### src/hw/rtl/sle_pkg.sv
// Package for the string literal escaper: character codes, the escape
// sequence type and helper functions. No dependencies.
`timescale 1ns / 1ps

package sle_pkg;

	// Longest sequence for one request: opening quote plus a hex escape
	localparam int unsigned MaxChars = 5;
	localparam int unsigned CountW   = 3;

	// Printable range bounds
	localparam logic [7:0] FirstPrintable = 8'd32;
	localparam logic [7:0] DelCode        = 8'd127;

	// Opcodes
	localparam logic OP_DATA = 1'b0;
	localparam logic OP_END  = 1'b1;

	// Character codes
	localparam logic [7:0] CH_DQUOTE = 8'h22;
	localparam logic [7:0] CH_SQUOTE = 8'h27;
	localparam logic [7:0] CH_BSLASH = 8'h5c;
	localparam logic [7:0] CH_X      = 8'h78;
	localparam logic [7:0] CH_ZERO   = 8'h30;
	localparam logic [7:0] CH_LOWA   = 8'h61;

	// Control codes with letter escapes
	localparam logic [7:0] C_BEL = 8'd7;
	localparam logic [7:0] C_BS  = 8'd8;
	localparam logic [7:0] C_TAB = 8'd9;
	localparam logic [7:0] C_LF  = 8'd10;
	localparam logic [7:0] C_VT  = 8'd11;
	localparam logic [7:0] C_FF  = 8'd12;
	localparam logic [7:0] C_CR  = 8'd13;

	typedef logic [7:0] char_t;

	// Output sequence for one request, first character at index 0
	typedef struct packed {
		char_t [MaxChars-1:0] chars;
		logic [CountW-1:0]    count;
		logic                 is_end;
	} seq_t;

	// Lowercase hex digit of a nibble
	function automatic char_t hex_digit(input logic [3:0] v);
		char_t r;
		if (v < 4'd10) begin
			r = CH_ZERO + {4'd0, v};
		end else begin
			r = CH_LOWA + {4'd0, v} - 8'd10;
		end
		return r;
	endfunction

endpackage

### src/hw/rtl/sle_in_if.sv
// Request channel of the escaper: opcode and raw byte, valid/ready.
// Depends on nothing.
`timescale 1ns / 1ps

interface sle_in_if;
	logic       valid;
	logic       ready;
	logic       opcode;
	logic [7:0] data_byte;

	modport source (output valid, output opcode, output data_byte, input ready);
	modport sink   (input valid, input opcode, input data_byte, output ready);
endinterface

### src/hw/rtl/sle_out_if.sv
// Result channel of the escaper: one literal character per handshake.
// Depends on nothing.
`timescale 1ns / 1ps

interface sle_out_if;
	logic       valid;
	logic       ready;
	logic [7:0] out_char;
	logic       run_last;
	logic       literal_done;

	modport source (output valid, output out_char, output run_last, output literal_done,
		input ready);
	modport sink   (input valid, input out_char, input run_last, input literal_done,
		output ready);
endinterface

### src/hw/rtl/sle_encoder.sv
// Escape encoder: maps one request and the open-literal flag to the
// characters it produces. Combinational. Depends on sle_pkg.
`timescale 1ns / 1ps

module sle_encoder (
	input  logic           opcode,
	input  logic [7:0]     data_byte,
	input  logic           lit_open,
	output sle_pkg::seq_t  seq
);

	sle_pkg::char_t [3:0] body;
	logic [2:0]           body_len;
	sle_pkg::char_t       letter;
	logic                 has_letter;

	// Letter escapes for the named control codes
	always_comb begin
		has_letter = 1'b1;
		unique case (data_byte)
			sle_pkg::C_BEL: letter = 8'h61; // a
			sle_pkg::C_BS:  letter = 8'h62; // b
			sle_pkg::C_FF:  letter = 8'h66; // f
			sle_pkg::C_LF:  letter = 8'h6e; // n
			sle_pkg::C_CR:  letter = 8'h72; // r
			sle_pkg::C_TAB: letter = 8'h74; // t
			sle_pkg::C_VT:  letter = 8'h76; // v
			default: begin
				letter     = 8'h00;
				has_letter = 1'b0;
			end
		endcase
	end

	// Body of the sequence, without the opening quote
	always_comb begin
		body     = '0;
		body_len = 3'd1;
		if (opcode == sle_pkg::OP_END) begin
			body[0] = sle_pkg::CH_DQUOTE;
		end else if (data_byte == sle_pkg::CH_DQUOTE || data_byte == sle_pkg::CH_SQUOTE ||
			data_byte == sle_pkg::CH_BSLASH) begin
			body[0]  = sle_pkg::CH_BSLASH;
			body[1]  = data_byte;
			body_len = 3'd2;
		end else if (has_letter) begin
			body[0]  = sle_pkg::CH_BSLASH;
			body[1]  = letter;
			body_len = 3'd2;
		end else if (data_byte >= sle_pkg::FirstPrintable && data_byte < sle_pkg::DelCode) begin
			body[0] = data_byte;
		end else begin
			// other controls, DEL and high bytes: \xHH
			body[0]  = sle_pkg::CH_BSLASH;
			body[1]  = sle_pkg::CH_X;
			body[2]  = sle_pkg::hex_digit(data_byte[7:4]);
			body[3]  = sle_pkg::hex_digit(data_byte[3:0]);
			body_len = 3'd4;
		end
	end

	// Prepend the opening quote when no literal is open
	always_comb begin
		seq.is_end = (opcode == sle_pkg::OP_END);
		if (!lit_open) begin
			seq.chars[0] = sle_pkg::CH_DQUOTE;
			seq.chars[1] = body[0];
			seq.chars[2] = body[1];
			seq.chars[3] = body[2];
			seq.chars[4] = body[3];
			seq.count    = body_len + 3'd1;
		end else begin
			seq.chars[0] = body[0];
			seq.chars[1] = body[1];
			seq.chars[2] = body[2];
			seq.chars[3] = body[3];
			seq.chars[4] = 8'h00;
			seq.count    = body_len;
		end
	end

endmodule

### src/hw/rtl/string_literal_escaper_unit.sv
// Top level of the string literal escaper: request register, character
// shifter and output register. Depends on sle_pkg, sle_in_if, sle_out_if,
// sle_encoder.
//
//  channel | modport | payload                             | request carries
//  --------+---------+-------------------------------------+----------------------
//  item    | sink    | opcode, data_byte                   | one byte or end mark
//  text    | source  | out_char, run_last, literal_done    | one literal character
//
// A request is encoded as it is taken and emits 1 to 5 characters, one per
// cycle unless text stalls; a new request is taken in the cycle its
// predecessor's last character moves to the output register, so plain bytes
// stream at one per cycle unless text stalls; outputs are registered.
// arst_n clears the valid flags and closes any open literal.
// A stall on text holds the output register and, behind it, the request.
`timescale 1ns / 1ps

module string_literal_escaper_unit (
	input  logic      clk,
	input  logic      arst_n,
	sle_in_if.sink    item,
	sle_out_if.source text
);

	localparam int unsigned MaxChars = sle_pkg::MaxChars;

	sle_pkg::seq_t              seq;
	logic                       lit_open_q;
	logic                       valid_s1;
	sle_pkg::char_t [MaxChars-1:0] chars_s1;
	logic [sle_pkg::CountW-1:0] cnt_s1;
	logic                       end_s1;
	logic                       out_valid_q;
	sle_pkg::char_t             out_char_q;
	logic                       run_last_q;
	logic                       done_q;
	logic                       out_load;
	logic                       s1_last;
	logic                       accept;

	sle_encoder u_enc (
		.opcode    (item.opcode),
		.data_byte (item.data_byte),
		.lit_open  (lit_open_q),
		.seq       (seq)
	);

	// Handshake control
	assign s1_last    = (cnt_s1 == 3'd1);
	assign out_load   = valid_s1 && (!out_valid_q || text.ready);
	assign item.ready = !valid_s1 || (out_load && s1_last);
	assign accept     = item.valid && item.ready;

	// Literal open flag follows each accepted request
	always_ff @(posedge clk or negedge arst_n) begin
		if (!arst_n) begin
			lit_open_q <= 1'b0;
		end else if (accept) begin
			lit_open_q <= (item.opcode == sle_pkg::OP_DATA);
		end
	end

	// Request stage valid
	always_ff @(posedge clk or negedge arst_n) begin
		if (!arst_n) begin
			valid_s1 <= 1'b0;
		end else if (accept) begin
			valid_s1 <= 1'b1;
		end else if (out_load && s1_last) begin
			valid_s1 <= 1'b0;
		end
	end

	// Character shifter: next character always at index 0
	always_ff @(posedge clk) begin
		if (accept) begin
			chars_s1 <= seq.chars;
			cnt_s1   <= seq.count;
			end_s1   <= seq.is_end;
		end else if (out_load) begin
			for (int i = 0; i < MaxChars - 1; i++) begin
				chars_s1[i] <= chars_s1[i+1];
			end
			chars_s1[MaxChars-1] <= 8'h00;
			cnt_s1 <= cnt_s1 - 3'd1;
		end
	end

	// Output register
	always_ff @(posedge clk or negedge arst_n) begin
		if (!arst_n) begin
			out_valid_q <= 1'b0;
		end else if (out_load) begin
			out_valid_q <= 1'b1;
		end else if (text.ready) begin
			out_valid_q <= 1'b0;
		end
	end

	always_ff @(posedge clk) begin
		if (out_load) begin
			out_char_q <= chars_s1[0];
			run_last_q <= s1_last;
			done_q     <= s1_last && end_s1;
		end
	end

	assign text.valid        = out_valid_q;
	assign text.out_char     = out_char_q;
	assign text.run_last     = run_last_q;
	assign text.literal_done = done_q;

`ifndef NO_ASSERTIONS
	// The closing quote is always the last character of its request
	a_done_last: assert property (@(posedge clk) disable iff (!arst_n)
		out_valid_q && done_q |-> run_last_q)
		else $error("literal_done without run_last");

	// A pending request always has characters left to send
	a_cnt_range: assert property (@(posedge clk) disable iff (!arst_n)
		valid_s1 |-> (cnt_s1 != 3'd0 && cnt_s1 <= 3'd5))
		else $error("request stage count out of range");

	// An end request closes the literal
	a_end_closes: assert property (@(posedge clk) disable iff (!arst_n)
		accept && item.opcode == sle_pkg::OP_END |=> !lit_open_q && valid_s1)
		else $error("end request left literal open");

	// A data request leaves the literal open
	a_data_opens: assert property (@(posedge clk) disable iff (!arst_n)
		accept && item.opcode == sle_pkg::OP_DATA |=> lit_open_q && valid_s1)
		else $error("data request did not open literal");
`endif

endmodule

### src/flat_wrapper.sv
// flat-port wrapper written by rule: the top's interface ports become plain ports
module string_literal_escaper_unit_flat 
  (clk, arst_n, item_valid, item_opcode, item_data_byte, item_ready, text_valid, text_out_char, text_run_last, text_literal_done, text_ready);
  sle_in_if item_i ();
  sle_out_if text_i ();
  input  logic clk;
  input  logic arst_n;
  input wire logic [$bits(item_i.valid)-1:0] item_valid;
  input wire logic [$bits(item_i.opcode)-1:0] item_opcode;
  input wire logic [$bits(item_i.data_byte)-1:0] item_data_byte;
  output wire logic [$bits(item_i.ready)-1:0] item_ready;
  output wire logic [$bits(text_i.valid)-1:0] text_valid;
  output wire logic [$bits(text_i.out_char)-1:0] text_out_char;
  output wire logic [$bits(text_i.run_last)-1:0] text_run_last;
  output wire logic [$bits(text_i.literal_done)-1:0] text_literal_done;
  input wire logic [$bits(text_i.ready)-1:0] text_ready;
  assign item_i.valid = item_valid;
  assign item_i.opcode = item_opcode;
  assign item_i.data_byte = item_data_byte;
  assign item_ready = item_i.ready;
  assign text_valid = text_i.valid;
  assign text_out_char = text_i.out_char;
  assign text_run_last = text_i.run_last;
  assign text_literal_done = text_i.literal_done;
  assign text_i.ready = text_ready;
  string_literal_escaper_unit u_core (.clk(clk), .arst_n(arst_n), .item(item_i), .text(text_i));
endmodule
### config.mk
export PLATFORM = sky130hd
export DESIGN_NAME = string_literal_escaper_unit_flat
export DESIGN_NICKNAME = d
export VERILOG_FILES = /design/src/hw/rtl/sle_pkg.sv /design/src/hw/rtl/sle_in_if.sv /design/src/hw/rtl/sle_out_if.sv /design/src/hw/rtl/sle_encoder.sv /design/src/hw/rtl/string_literal_escaper_unit.sv /design/src/flat_wrapper.sv
export SDC_FILE = /design/constraint.sdc
export NUM_CORES = 1
export LEC_CHECK = 0
export BUFFER_PORTS_ARGS = -buffer_cell sky130_fd_sc_hd__buf_4
export CAP_MARGIN = 30
export CORE_MARGIN = 10
export CORE_UTILIZATION = 55
export DETAILED_ROUTE_END_ITERATION = 7
export PLACE_DENSITY = 0.73
export SLEW_MARGIN = 5
export SYNTH_ARGS = -nofsm -noshare
export SYNTH_HDL_FRONTEND = slang
export SYNTH_SLANG_ARGS = --single-unit
### constraint.sdc
create_clock -name clk -period 3.1 [get_ports clk]
set_input_delay 0.155 -clock clk [delete_from_list [all_inputs] [get_ports clk]]
set_output_delay 0.155 -clock clk [all_outputs]
set_load 0.01 [all_outputs]
==> impl_metrics.toml <==
[sta]
hold_violations = 0
timing_worst_slew_pin_value_ns = 0.599
rsz0062_at_grt = "false"
slew_headroom = 0.599
report.final.setup_viol = 0
fin_crit_sh = 0.786
timing.setup.tns_ns = 0
slew_violations = 0
fin_skew_ns = 0.00682
worst_slack_ns = 0.662
max_freq_ghz = 0.410
period_minus_slack_ns = 2.44

[floorplanning]
die_y_um = 95.2
die-area_um2 = 9060
fp-row-count = 27
fp.dieW_um = 95.2
starting_density_of_the_core = 0.565
num_io_pins = 25
core_area_um2 = 5510

[place]
place_ws_ns = 0.364
gpl.final_weighted_congestion = 0.909
port_buffers = 24
place.detailed.hpwl_um = 5020

[cts]
cts_max_level = 2
clkSinkCount = 55
cts.path.max_buffers = 2
worst_skew_pair.late_latency_ns = 0.31
tritoncts = "yes"
cts_inserted_buffers = 5
ctsRootBufferMaster = "clkbuf_8"
path_clk_slew_ns = 0.09

[cells_and_area]
area_growth_pct = 12.1
post-route-util = 0.633
seqCellArea_um2 = 1640
layout-drive-gt1-share = 0.148
area_occupied_by_multi_input_gates_um2 = 1360
num_antenna_cells = 0
final_net_count = 335
fillers = 468

[worst_setup_path]
endpoint_kind = "flip-flop"
start_kind = "input pin"
timing_worst_setup_path_type = "in2reg"
critPathArrivalTime_ns = 2.50
worstPathMaxFanout = 11
critical_path_required_ns = 3.16

[global_routing]
grt_start_max_net_pins = 42
global_route.overflow_total = 0
grt_antenna_before_repair = 0
groute.usage.overall = 0.158
first_pass_grt_wire_length_um = 11200
vias_in_the_first_global_route = 2130

[yosys]
dominantRegCellSynth = "edfxtp_1"
synth_area_um2 = 3110
ys_types = 57
synth-seq-area-share = 0.526
seq_cells_post_synth = 55
synthCells = 288
postSynthAreaPerCell_um2 = 10.8
synth_top_cell_by_area = "edfxtp_1"
post_synthesis_net_count = 314
synth_edf_count = 52
post-synth-top-area-fraction = 0.502
yosys.cell_count.top_type = "edfxtp_1"
post_synth_main_area_contributors = "edfxtp_1, ha_1, nand2_1"
synth-async-reset-ratio = 0.0545
synth_commonest_cells = "edfxtp_1, nand2_1, nor2_1"
yosys_warnings = 0

[routing]
route.antenna.remaining_nets = 0
drt-initial-drc-count = 300
first_pass_iteration_count_of_the_detailed_router = 5
detailroute.via_count = 2330
route.detailed.drc = 0
routed_wl_um = 7090
drt-vias-per-instance = 6.10
routed_wire_length_per_instance_um = 18.6

[pwr]
leakage_nw = 1.34
total_power_divided_by_cell_area_nw_per_um2 = 682
worst_ir_drop_vdd_mv = 0.439

[flow_run]
drv.max_cap_violation_count = 0

[worst_hold_path]
hold_path_class = "in2reg"

[run_status]
outcome = "finished, final reports clean"
## cell usage in the layout, fill, tap and decap left out, drive strengths merged, types with 2 or more instances in the layout
master | synthesis | layout
o21ai | 15 | 15
a311oi | 2 | 2
buf | 6 | 31
nor3b | 2 | 2
nand2b | 9 | 9
mux2i | 2 | 2
nor2 | 25 | 25
o21a | 2 | 2
a21o | 2 | 2
o31a | 2 | 2
o211ai | 4 | 4
ha | 13 | 13
nand2 | 28 | 28
and2 | 5 | 5
inv | 10 | 11
a211o | 3 | 3
nor3 | 6 | 6
and3 | 3 | 3
xnor2 | 3 | 3
nand4b | 2 | 2
a2111oi | 2 | 2
nor4 | 2 | 2
a211oi | 3 | 3
dfrtp | 3 | 3
clkbuf | 12 | 6
nand3 | 8 | 8
a21oi | 17 | 17
edfxtp | 52 | 52
nand3b | 4 | 4
a31oi | 3 | 3
nor2b | 6 | 6
o22ai | 5 | 5
o221ai | 8 | 8
## where the power goes
part	switching, W	internal [W]	total, W
Clock	0.000238	0.000244	0.000482
Combinational	0.000406	0.000280	0.000685
Sequential	0.0000659	0.00114	0.00121
Total	0.000710	0.00167	0.00238
## flip-flops by register name, indices dropped and copies added (netlist names)
name	flops
u_core.valid_s1	1
u_core.chars_s1	38
u_core.text.run_last	1
u_core.end_s1	1
u_core.cnt_s1	3
u_core.text.out_char	8
u_core.text.valid	1
u_core.lit_open_q	1
u_core.text.literal_done	1
## stage by stage
stage	power, W	instances	hold slack (ns)	instance area [µm²]
detailed placement	0.00190	372	-0.0526	3350
finish	0.00238	382	0.0941	3490
global route	0.00251	382	0.0997	3490
global placement	0.00188	372	-0.0533	3350
floorplan	0.00166	288	-0.141	3110
CTS	0.00237	381	0.0990	3470
## kinds of logic after synthesis
kind of cell | after synthesis | share of synthesized area
AO/OA/AOI/OAI | 76 | 0.178
flip-flops | 55 | 0.526
multiplexers | 3 | 0.0101
other | 1 | 0.00121
buffers and inverters | 28 | 0.0374
adder cells (fa/ha/maj) | 13 | 0.0523
XOR/XNOR | 4 | 0.0113
AND/OR/NAND/NOR | 108 | 0.183
## worst max-delay path, stage by stage
cell and delay (ns):
buf_4 0.14, inv_1 0.14, ha_1 0.18, or4b_4 0.50, o22a_1 0.37, a21oi_1 0.34
ha_1 0.28, nor2b_1 0.12, a211oi_1 0.20, a21oi_1 0.06
## per-layer routing
metal,global-route usage,wire [µm],vias up
li1,-,-,1122
met1,0.201,2920,1093
met2,0.249,3360,100
met3,0.0416,603,15
met4,0.0673,213,0
met5,0,0,-
## cell type report
cell class / count / area share
clock buffer: 6 / 0.0208
clock inverter: 2 / 0.0111
inverter: 10 / 0.0108
multi-input combinational: 205 / 0.389
sequential: 55 / 0.469
tap: 72 / 0.0258
timing repair buffer: 32 / 0.0732
## repair_timing
item	in CTS	in global routing
hold buffers	1	0
hold endpoints to repair	3	0
buffers inserted	0	0
gates resized for setup	0	0
## final timing paths
| path | from | to | slack, ns | depth (start not counted) |
|---|---|---|---|---|
| worst min-delay path | item_valid | u_core.valid_s1 | 0.09 | 2 |
| worst max register to register | u_core.cnt_s1[1] | u_core.chars_s1[24] | 0.77 | 9 |
| max in group asynchronous | arst_n | u_core.text.valid | 2.85 | 2 |
| worst max-delay path | item_data_byte[4] | u_core.cnt_s1[1] | 0.66 | 10 |
| worst min register to register | u_core.chars_s1[4] | u_core.text.out_char[4] | 0.43 | 0 |
| min in group asynchronous | arst_n | u_core.lit_open_q | 0.16 | 2 |
No activity file was read; power rests on OpenSTA's default activity.
